[src/design/phbac_pkg.sv]
// Shared types, register codes and helpers for the pH block averager.
package phbac_pkg;

	localparam int DivNumW = 56;
	localparam int DivDenW = 40;
	localparam int DivCntW = 6;

	// Register indexes on the configuration port
	typedef enum logic [2:0] {
		REG_WINDOW_COUNT  = 3'd0,
		REG_CAL_VOLT_LOW  = 3'd1,
		REG_CAL_PH_LOW    = 3'd2,
		REG_CAL_VOLT_MID  = 3'd3,
		REG_CAL_PH_MID    = 3'd4,
		REG_CAL_VOLT_HIGH = 3'd5,
		REG_CAL_PH_HIGH   = 3'd6
	} reg_index_t;

	typedef struct packed {
		logic               start;
		logic [DivNumW-1:0] dividend;
		logic [DivDenW-1:0] divisor;
	} div_req_t;

	typedef struct packed {
		logic               busy;
		logic               done;
		logic [DivNumW-1:0] quotient;
	} div_rsp_t;

	// Apply the sign to a quotient magnitude and clamp to 16-bit signed
	function automatic logic signed [15:0] sat16(input logic [DivNumW-1:0] mag,
		input logic neg);
		logic signed [15:0] r;
		if (neg) begin
			if (mag > DivNumW'(32768)) r = 16'sh8000;
			else r = 16'(-mag);
		end else begin
			if (mag > DivNumW'(32767)) r = 16'sh7fff;
			else r = mag[15:0];
		end
		return r;
	endfunction

endpackage

[src/design/ph_block_average_calibrate.sv]
// Top level: sample accumulator, calibration sequencer, shared multiplier and divider.
//
// Each sample is taken while the block is idle. The sample that closes a window
// starts a result computation: one pass of the bit-serial divider for the
// mean, then the shared 32x32 multiplier for the line and quadratic terms, and
// two more divider passes for the rounded pH values; with coinciding
// calibration voltages only the mean is divided. The result sits in an output
// register, so samples are taken again while it waits to be read. There is no
// clearing pass after reset.
module ph_block_average_calibrate (
	input  logic        clk,
	input  logic        arst_n,
	// fields from bit 0: sample_mv[11:0]
	input  logic [15:0] s_tdata,
	input  logic        s_tvalid,
	output logic        s_tready,
	// fields from bit 0: average_mv[11:0], ph_linear[27:12], ph_quadratic[43:28]
	output logic [47:0] m_tdata,
	// fields from bit 0: calib_error
	output logic        m_tuser,
	output logic        m_tvalid,
	input  logic        m_tready,
	input  logic        cfg_we,
	input  logic [2:0]  cfg_index,
	input  logic [15:0] cfg_data
);

	typedef enum logic [5:0] {
		ST_IDLE = 6'b000001,
		ST_AVG  = 6'b000010,
		ST_MUL  = 6'b000100,
		ST_DIVL = 6'b001000,
		ST_DIVQ = 6'b010000,
		ST_OUT  = 6'b100000
	} state_t;

	typedef enum logic [3:0] {
		MS_QA1 = 4'd0, MS_QB1 = 4'd1, MS_QC1 = 4'd2,
		MS_QA2 = 4'd3, MS_QB2 = 4'd4, MS_QC2 = 4'd5,
		MS_QA3 = 4'd6, MS_QB3 = 4'd7, MS_QC3 = 4'd8,
		MS_DA  = 4'd9, MS_DB  = 4'd10,
		MS_LA  = 4'd11, MS_LB = 4'd12, MS_LGO = 4'd13
	} step_t;

	state_t state_q;
	step_t  step_q;

	logic [15:0] window_q;
	logic [11:0] v1_q, v2_q, v3_q;
	logic [13:0] p1_q, p2_q, p3_q;
	logic [27:0] sum_q;
	logic [15:0] cnt_q;
	logic [11:0] avg_q;
	logic signed [31:0] ta_q, tb_q;
	logic signed [55:0] acc_q;
	logic signed [39:0] den_q;
	logic signed [15:0] lin_q;
	logic signed [15:0] quad_q;
	logic        neg_q;
	logic [47:0] out_data_q;
	logic        out_err_q;
	logic        out_valid_q;

	logic        s_acc;
	logic [27:0] sum_n;
	logic [15:0] cnt_n;
	logic        close;
	logic        err;
	logic signed [12:0] dv1, dv2, dv3, d12, d13, d23;
	logic signed [15:0] dp31;
	logic signed [31:0] opa, opb;
	logic signed [63:0] prod;
	logic signed [55:0] dnum;
	logic signed [39:0] dden;
	logic [55:0] dnum_mag;
	logic [39:0] dden_mag;
	logic        out_load;
	logic signed [15:0] quot_sat;

	phbac_pkg::div_req_t div_req;
	phbac_pkg::div_rsp_t div_rsp;

	phbac_divider u_div (
		.clk    (clk),
		.arst_n (arst_n),
		.req    (div_req),
		.rsp    (div_rsp)
	);

	// Configuration writes
	always_ff @(posedge clk or negedge arst_n) begin
		if (!arst_n) begin
			window_q <= 16'd1500;
			v1_q     <= 12'd1770;
			p1_q     <= 14'd4000;
			v2_q     <= 12'd1639;
			p2_q     <= 14'd6860;
			v3_q     <= 12'd1496;
			p3_q     <= 14'd9180;
		end else if (cfg_we) begin
			case (cfg_index)
				phbac_pkg::REG_WINDOW_COUNT:  window_q <= cfg_data;
				phbac_pkg::REG_CAL_VOLT_LOW:  v1_q <= cfg_data[11:0];
				phbac_pkg::REG_CAL_PH_LOW:    p1_q <= cfg_data[13:0];
				phbac_pkg::REG_CAL_VOLT_MID:  v2_q <= cfg_data[11:0];
				phbac_pkg::REG_CAL_PH_MID:    p2_q <= cfg_data[13:0];
				phbac_pkg::REG_CAL_VOLT_HIGH: v3_q <= cfg_data[11:0];
				phbac_pkg::REG_CAL_PH_HIGH:   p3_q <= cfg_data[13:0];
				default: ;
			endcase
		end
	end

	// Window accumulation
	assign s_tready = state_q == ST_IDLE;
	assign s_acc    = s_tvalid && s_tready;
	assign sum_n    = sum_q + 28'(s_tdata[11:0]);
	assign cnt_n    = cnt_q + 16'd1;
	assign close    = !(cnt_n < window_q || cnt_n == 16'd0);

	// Calibration differences
	assign err  = (v1_q == v2_q) || (v1_q == v3_q) || (v2_q == v3_q);
	assign dv1  = $signed({1'b0, avg_q}) - $signed({1'b0, v1_q});
	assign dv2  = $signed({1'b0, avg_q}) - $signed({1'b0, v2_q});
	assign dv3  = $signed({1'b0, avg_q}) - $signed({1'b0, v3_q});
	assign d12  = $signed({1'b0, v1_q}) - $signed({1'b0, v2_q});
	assign d13  = $signed({1'b0, v1_q}) - $signed({1'b0, v3_q});
	assign d23  = $signed({1'b0, v2_q}) - $signed({1'b0, v3_q});
	assign dp31 = $signed({2'b0, p3_q}) - $signed({2'b0, p1_q});

	// Operand select for the shared multiplier
	always_comb begin
		opa = '0;
		opb = '0;
		case (step_q)
			MS_QA1: begin opa = 32'(signed'({2'b0, p1_q})); opb = 32'(d23); end
			MS_QB1: begin opa = 32'(dv2); opb = 32'(dv3); end
			MS_QA2: begin opa = 32'(signed'({2'b0, p2_q})); opb = 32'(d13); end
			MS_QB2: begin opa = 32'(dv1); opb = 32'(dv3); end
			MS_QA3: begin opa = 32'(signed'({2'b0, p3_q})); opb = 32'(d12); end
			MS_QB3: begin opa = 32'(dv1); opb = 32'(dv2); end
			MS_QC1, MS_QC2, MS_QC3: begin opa = ta_q; opb = tb_q; end
			MS_DA:  begin opa = 32'(d12); opb = 32'(d13); end
			MS_DB:  begin opa = ta_q; opb = 32'(d23); end
			MS_LA:  begin opa = 32'(signed'({2'b0, p1_q})); opb = -32'(d13); end
			MS_LB:  begin opa = 32'(dp31); opb = 32'(dv1); end
			default: ;
		endcase
	end
	assign prod = opa * opb;

	// Divider operands: mean, then rounded line and quadratic quotients
	always_comb begin
		dnum = '0;
		dden = '0;
		if (state_q == ST_MUL) begin
			dnum = 56'(ta_q + tb_q);
			dden = 40'(-d13);
		end else begin
			dnum = acc_q;
			dden = den_q;
		end
	end
	assign dnum_mag = dnum[55] ? 56'(-dnum) : 56'(dnum);
	assign dden_mag = dden[39] ? 40'(-dden) : 40'(dden);

	always_comb begin
		div_req.start    = 1'b0;
		div_req.dividend = {dnum_mag[54:0], 1'b0} + 56'(dden_mag);
		div_req.divisor  = {dden_mag[38:0], 1'b0};
		case (state_q)
			ST_IDLE: begin
				div_req.start    = s_acc && close;
				div_req.dividend = 56'(sum_n);
				div_req.divisor  = 40'(cnt_n);
			end
			ST_MUL:  div_req.start = step_q == MS_LGO;
			ST_DIVL: div_req.start = div_rsp.done;
			default: ;
		endcase
	end

	assign quot_sat = phbac_pkg::sat16(div_rsp.quotient, neg_q);
	assign out_load = state_q == ST_OUT && (!out_valid_q || m_tready);

	// Sequencer
	always_ff @(posedge clk or negedge arst_n) begin
		if (!arst_n) begin
			state_q <= ST_IDLE;
			step_q  <= MS_QA1;
			sum_q   <= '0;
			cnt_q   <= '0;
		end else begin
			case (state_q)
				ST_IDLE: begin
					if (s_acc) begin
						sum_q <= close ? '0 : sum_n;
						cnt_q <= close ? '0 : cnt_n;
						if (close) state_q <= ST_AVG;
					end
				end
				ST_AVG: begin
					if (div_rsp.done) begin
						step_q  <= MS_QA1;
						state_q <= err ? ST_OUT : ST_MUL;
					end
				end
				ST_MUL: begin
					if (step_q == MS_LGO) state_q <= ST_DIVL;
					else step_q <= step_t'(step_q + 4'd1);
				end
				ST_DIVL: if (div_rsp.done) state_q <= ST_DIVQ;
				ST_DIVQ: if (div_rsp.done) state_q <= ST_OUT;
				ST_OUT:  if (out_load) state_q <= ST_IDLE;
				default: state_q <= ST_IDLE;
			endcase
		end
	end

	// Arithmetic registers
	always_ff @(posedge clk) begin
		if (state_q == ST_AVG && div_rsp.done) begin
			avg_q  <= div_rsp.quotient[11:0];
			lin_q  <= '0;
			quad_q <= '0;
			acc_q  <= '0;
		end
		if (state_q == ST_MUL) begin
			case (step_q)
				MS_QA1, MS_QA2, MS_QA3, MS_DA, MS_LA: ta_q <= prod[31:0];
				MS_QB1, MS_QB2, MS_QB3, MS_LB:        tb_q <= prod[31:0];
				MS_QC1, MS_QC3: acc_q <= acc_q + prod[55:0];
				MS_QC2:         acc_q <= acc_q - prod[55:0];
				MS_DB:          den_q <= prod[39:0];
				default: ;
			endcase
		end
		if (div_req.start) neg_q <= dnum[55] ^ dden[39];
		if (state_q == ST_DIVL && div_rsp.done) lin_q <= quot_sat;
		if (state_q == ST_DIVQ && div_rsp.done) quad_q <= quot_sat;
	end

	// Output register
	always_ff @(posedge clk or negedge arst_n) begin
		if (!arst_n) begin
			out_valid_q <= 1'b0;
		end else if (out_load) begin
			out_valid_q <= 1'b1;
		end else if (m_tready) begin
			out_valid_q <= 1'b0;
		end
	end

	// Load the whole result at once so a waiting transaction is never disturbed
	always_ff @(posedge clk) begin
		if (out_load) begin
			out_data_q[11:0]  <= avg_q;
			out_data_q[27:12] <= lin_q;
			out_data_q[43:28] <= quad_q;
			out_data_q[47:44] <= '0;
			out_err_q         <= err;
		end
	end

	assign m_tdata  = out_data_q;
	assign m_tuser  = out_err_q;
	assign m_tvalid = out_valid_q;

	// Checks
	a_err_zero_ph: assert property (@(posedge clk) disable iff (!arst_n)
		m_tvalid && m_tuser |-> m_tdata[43:12] == 32'd0)
		else $error("calibration error result carries nonzero pH");
	a_div_idle_start: assert property (@(posedge clk) disable iff (!arst_n)
		div_req.start |-> !div_rsp.busy)
		else $error("divider started while busy");
	a_out_hold: assert property (@(posedge clk) disable iff (!arst_n)
		state_q == ST_OUT && out_valid_q && !m_tready |=> state_q == ST_OUT)
		else $error("result dropped while output stalled");
	a_ready_idle: assert property (@(posedge clk) disable iff (!arst_n)
		s_tready |-> !div_rsp.busy)
		else $error("input taken during computation");

endmodule

[src/design/phbac_divider.sv]
// Bit-serial restoring unsigned divider, one quotient bit per cycle.
module phbac_divider (
	input  logic                clk,
	input  logic                arst_n,
	input  phbac_pkg::div_req_t req,
	output phbac_pkg::div_rsp_t rsp
);

	logic [phbac_pkg::DivDenW:0]   rem_q;
	logic [phbac_pkg::DivNumW-1:0] quo_q;
	logic [phbac_pkg::DivDenW-1:0] den_q;
	logic [phbac_pkg::DivCntW-1:0] cnt_q;
	logic                          busy_q;
	logic                          done_q;
	logic [phbac_pkg::DivDenW:0]   rem_sh;
	logic                          fits;

	// Shift in the next dividend bit and trial-subtract
	assign rem_sh = {rem_q[phbac_pkg::DivDenW-1:0], quo_q[phbac_pkg::DivNumW-1]};
	assign fits   = rem_sh >= {1'b0, den_q};

	// Control: count iterations, pulse done after the last one
	always_ff @(posedge clk or negedge arst_n) begin
		if (!arst_n) begin
			busy_q <= 1'b0;
			done_q <= 1'b0;
			cnt_q  <= '0;
		end else begin
			done_q <= 1'b0;
			if (req.start) begin
				busy_q <= 1'b1;
				cnt_q  <= '0;
			end else if (busy_q) begin
				cnt_q <= cnt_q + 1'b1;
				if (cnt_q == phbac_pkg::DivCntW'(phbac_pkg::DivNumW - 1)) begin
					busy_q <= 1'b0;
					done_q <= 1'b1;
				end
			end
		end
	end

	// Datapath
	always_ff @(posedge clk) begin
		if (req.start) begin
			rem_q <= '0;
			quo_q <= req.dividend;
			den_q <= req.divisor;
		end else if (busy_q) begin
			rem_q <= fits ? rem_sh - {1'b0, den_q} : rem_sh;
			quo_q <= {quo_q[phbac_pkg::DivNumW-2:0], fits};
		end
	end

	assign rsp.busy     = busy_q;
	assign rsp.done     = done_q;
	assign rsp.quotient = quo_q;

endmodule
[config.mk]
export PLATFORM = sky130hd
export DESIGN_NAME = ph_block_average_calibrate
export DESIGN_NICKNAME = d
export VERILOG_FILES = /design/src/design/phbac_pkg.sv /design/src/design/ph_block_average_calibrate.sv /design/src/design/phbac_divider.sv
export SDC_FILE = /design/constraint.sdc
export NUM_CORES = 2
export LEC_CHECK = 0
export BUFFER_PORTS_ARGS = -buffer_cell sky130_fd_sc_hd__buf_4
export CELL_PAD_IN_SITES_DETAIL_PLACEMENT = 0
export CELL_PAD_IN_SITES_GLOBAL_PLACEMENT = 1
export CORE_MARGIN = 2
export CORE_UTILIZATION = 46
export CTS_CLUSTER_SIZE = 16
export DETAILED_ROUTE_END_ITERATION = 12
export PLACE_DENSITY_LB_ADDON = 0.1
export SLEW_MARGIN = 20
export SYNTH_ARGS = -nofsm -noshare
export SYNTH_HDL_FRONTEND = slang
export SYNTH_SLANG_ARGS = --single-unit
[constraint.sdc]
create_clock -name clk -period 14.45 [get_ports clk]
set_input_delay 2.89 -clock clk [delete_from_list [all_inputs] [get_ports clk]]
set_output_delay 2.89 -clock clk [all_outputs]
set_load 0.005 [all_outputs]
==> metrics.txt <==
fill count about 15,000; Startpoint Class flop; worst slack, placed -0.705 ns; die area about 0.16 mm²; final setup margin 0.369 ns; vias in the first global route 63,900; Final Cycle Share 97.4%; Yosys Warn Count 0; number of distinct library cells after synthesis ~110; Post-DRT Antenna Nets 0; Sink Count 543; ys async rst share 28.9%; global-route wire length before repair ~390 mm; gr usage total 31.6%; syn avg cell area 8.69 µm²; Final Hold Viols 0; final setup vio count 0; Iter 0 DRT Violations approximately 4,600; final cell count without fillers roughly 11,000; Slew @ Worst Pin around 1.1 ns; crit-path most repeated cell buf_4; clk_lat worst skew 0.69 ns; # port buffers 82; final instance area approximately 0.086 mm²; max cap viols 0; Initial Util 46.3%; CTS Buffer Depth 3; Setup Skew 0.0577 ns; Inst Count DP 11,100; Slowest-stage cell, CP fa_2; hold crit path type reg -> reg; Placed Instance Area 0.0821 mm²; Pre-antenna DRT Iters 6; Post-Synthesis Cells 8,549; register area about 0.015 mm²; Max Slew Vio Count 0; I/O pins 91; WP data required 15.00 ns; fin nets 10,600; Area growth syn-to-layout 15.2%; antenna violations before repair 0; Setup CP Type reg -> reg; fin crit period 14.08 ns; Die Y 406 µm; detailed-placement wirelength estimate 214 mm; drt wl/cell between 20 and 25 µm; Reg clk slew, reported paths 0.06 ns; crit-path max cell delay about 0.63 ns; Post-synth EDFFs 290; crit-path max FO 5; Arrival @ worst endpoint 14.63 ns; Synth Flop Type edfxtp_1; ranking of synthesized cells by area fa_1 27%, edfxtp_1 12%, ha_1 7.9%, inv_1 6.9%, nand2_1 5.4%; Std-Cell Rows 147; clk root buf clkbuf_16; post-synthesis register bit count 543; TritonCTS clock tree yes; fmax a little over 0.07 GHz; synthesized area 0.0743 mm²; RSZ-0062 raised after global routing yes; dominant cell type by area after synthesis fa_1; status completed; WL final 259 mm; largest net degree at the start of global routing 105; total CTS buffers 66; DR DRC count 0; sequential share of the synthesized area 19.7%; vias per cell around 5.6; GRT overflow 0; vias approximately 63,000; htree depth 3; Rel. slew slack 28.5%; fraction of layout cells with a size suffix above 1 14.4%; Die X 406 µm; crit end category flop; gpl congestion 0.981; core area 0.160 mm²; share of the synthesized area in the top cell type 26.8%; Multi-input gate area approximately 0.054 mm²; Fin Setup TNS 0 ns
-- layout make-up --
| class | instances | area share, % |
|---|---|---|
| timing repair buffer | 826 | 7.80 |
| inverter | 1364 | 5.98 |
| multi-input combinational | 6260 | 63.2 |
| sequential | 543 | 17.1 |
| antenna | 1 | 0.00292 |
| clock inverter | 44 | 0.718 |
| clock buffer | 78 | 2.02 |
| tap | 2160 | 3.16 |
-- critical path, delay by kind of cell, from the launching register on --
family / cells / cell delay (ns)
fa+ha+maj: 11 / 4.60
simple gates: 17 / 3.80
compound gates: 15 / 2.71
buf+inv: 12 / 1.67
flops: 1 / 0.60
xor+xnor: 4 / 0.54
-- state kept, by name (all words and copies together), names as in the netlist, 6 cells and up --
signal / cells
acc_q: 56
avg_q: 12
cnt_q: 16
den_q: 40
lin_q: 16
m_tdata: 44
p1_q: 14
p2_q: 14
p3_q: 14
quad_q: 16
state_q: 6
sum_q: 28
ta_q: 32
tb_q: 32
u_div.cnt_q: 6
u_div.den_q: 40
u_div.quo_q: 56
u_div.rem_q: 40
v1_q: 12
v2_q: 12
v3_q: 12
window_q: 16
-- synth_stat cells (148+ instances only) --
library cell  count
ha_1            470
edfxtp_1        290
nand2_1        1064
a21oi_1         394
clkbuf_1        335
a21o_1          148
nand3_1         152
fa_1            995
xor2_1          184
nor2_1          749
inv_1          1362
xnor2_1         255
o21ai_0         440
-- metrics by stage --
step / hold WS [ns] / utilization, %
2_1_floorplan: 0.400 / -
3_3_place_gp: 0.401 / 51.2
4_1_cts: 0.419 / 52.8
5_1_grt: 0.423 / 53.4
3_5_place_dp: 0.405 / 51.2
6_report: 0.418 / 53.4
-- final timing paths --
check / start / end / cells after the start / slack [ns]
max reg2reg: v1_q[7]$_DFFE_PN1P_ / acc_q[54]$_DFF_P_ / 59 / 0.37
max: v1_q[7]$_DFFE_PN1P_ / acc_q[54]$_DFF_P_ / 59 / 0.37
max in group asynchronous: arst_n / p3_q[11]$_DFFE_PN0P_ / 3 / 10.24
min reg2reg: quad_q[14]$_SDFFCE_PN0P_ / m_tdata[42]$_DFFE_PP_ / 0 / 0.42
min: quad_q[14]$_SDFFCE_PN0P_ / m_tdata[42]$_DFFE_PP_ / 0 / 0.42
min in group asynchronous: arst_n / u_div.cnt_q[0]$_DFFE_PN0P_ / 1 / 2.12
-- layer usage --
metal / up-vias / GRT usage (%) / wire length (µm) / share of wire, %
met4: 0 / 14.2 / 13300 / 5.1
met5: - / 0 / 0 / 0
met3: 468 / 2.50 / 12500 / 4.8
li1: 28900 / - / - / -
met2: 1908 / 54.1 / 127000 / 49
met1: 31800 / 40.9 / 106000 / 41
-- logic make-up after synthesis --
family                   Yosys count  share of synthesized area (%)
flip-flops                       543                           19.7
AO/OA/AOI/OAI                   1570                           13.6
XOR/XNOR                         440                           5.21
other                              1                        0.00505
adder cells (fa/ha/maj)         1465                           34.7
buffers and inverters           1749                           8.91
AND/OR/NAND/NOR                 2682                           16.5
multiplexers                      99                           1.43
-- repair_timing --
action,in CTS,in global routing
setup buffers,5,25
pin swaps,8,66
hold buffers,0,0
gates cloned,0,2
setup endpoints to repair,13,16
gates resized for setup,43,152
-- cells in the final DEF (no fill, tap or decap), types with 64 or more instances in the layout --
cell type  synthesis  layout
inv_1           1362    1351
nand2_1         1064    1062
fa_1             995     984
buf_4              4     784
nor2_1           749     738
ha_1             470     460
o21ai_0          440     403
a21oi_1          394     365
edfxtp_1         290     290
xnor2_1          255     247
xor2_1           184     183
nand3_1          152     151
a21o_1           148     148
dfrtp_1          108     107
nor3_1           118      99
dfxtp_1           96      96
nand2b_1          94      93
and2_1            86      84
o21a_1            69      69
clkbuf_16          0      68
nor2b_1           67      64
Power is left out: the tool's default activity adds up to more than one toggle a clock period on the data nets, which glitch-free logic cannot reach.
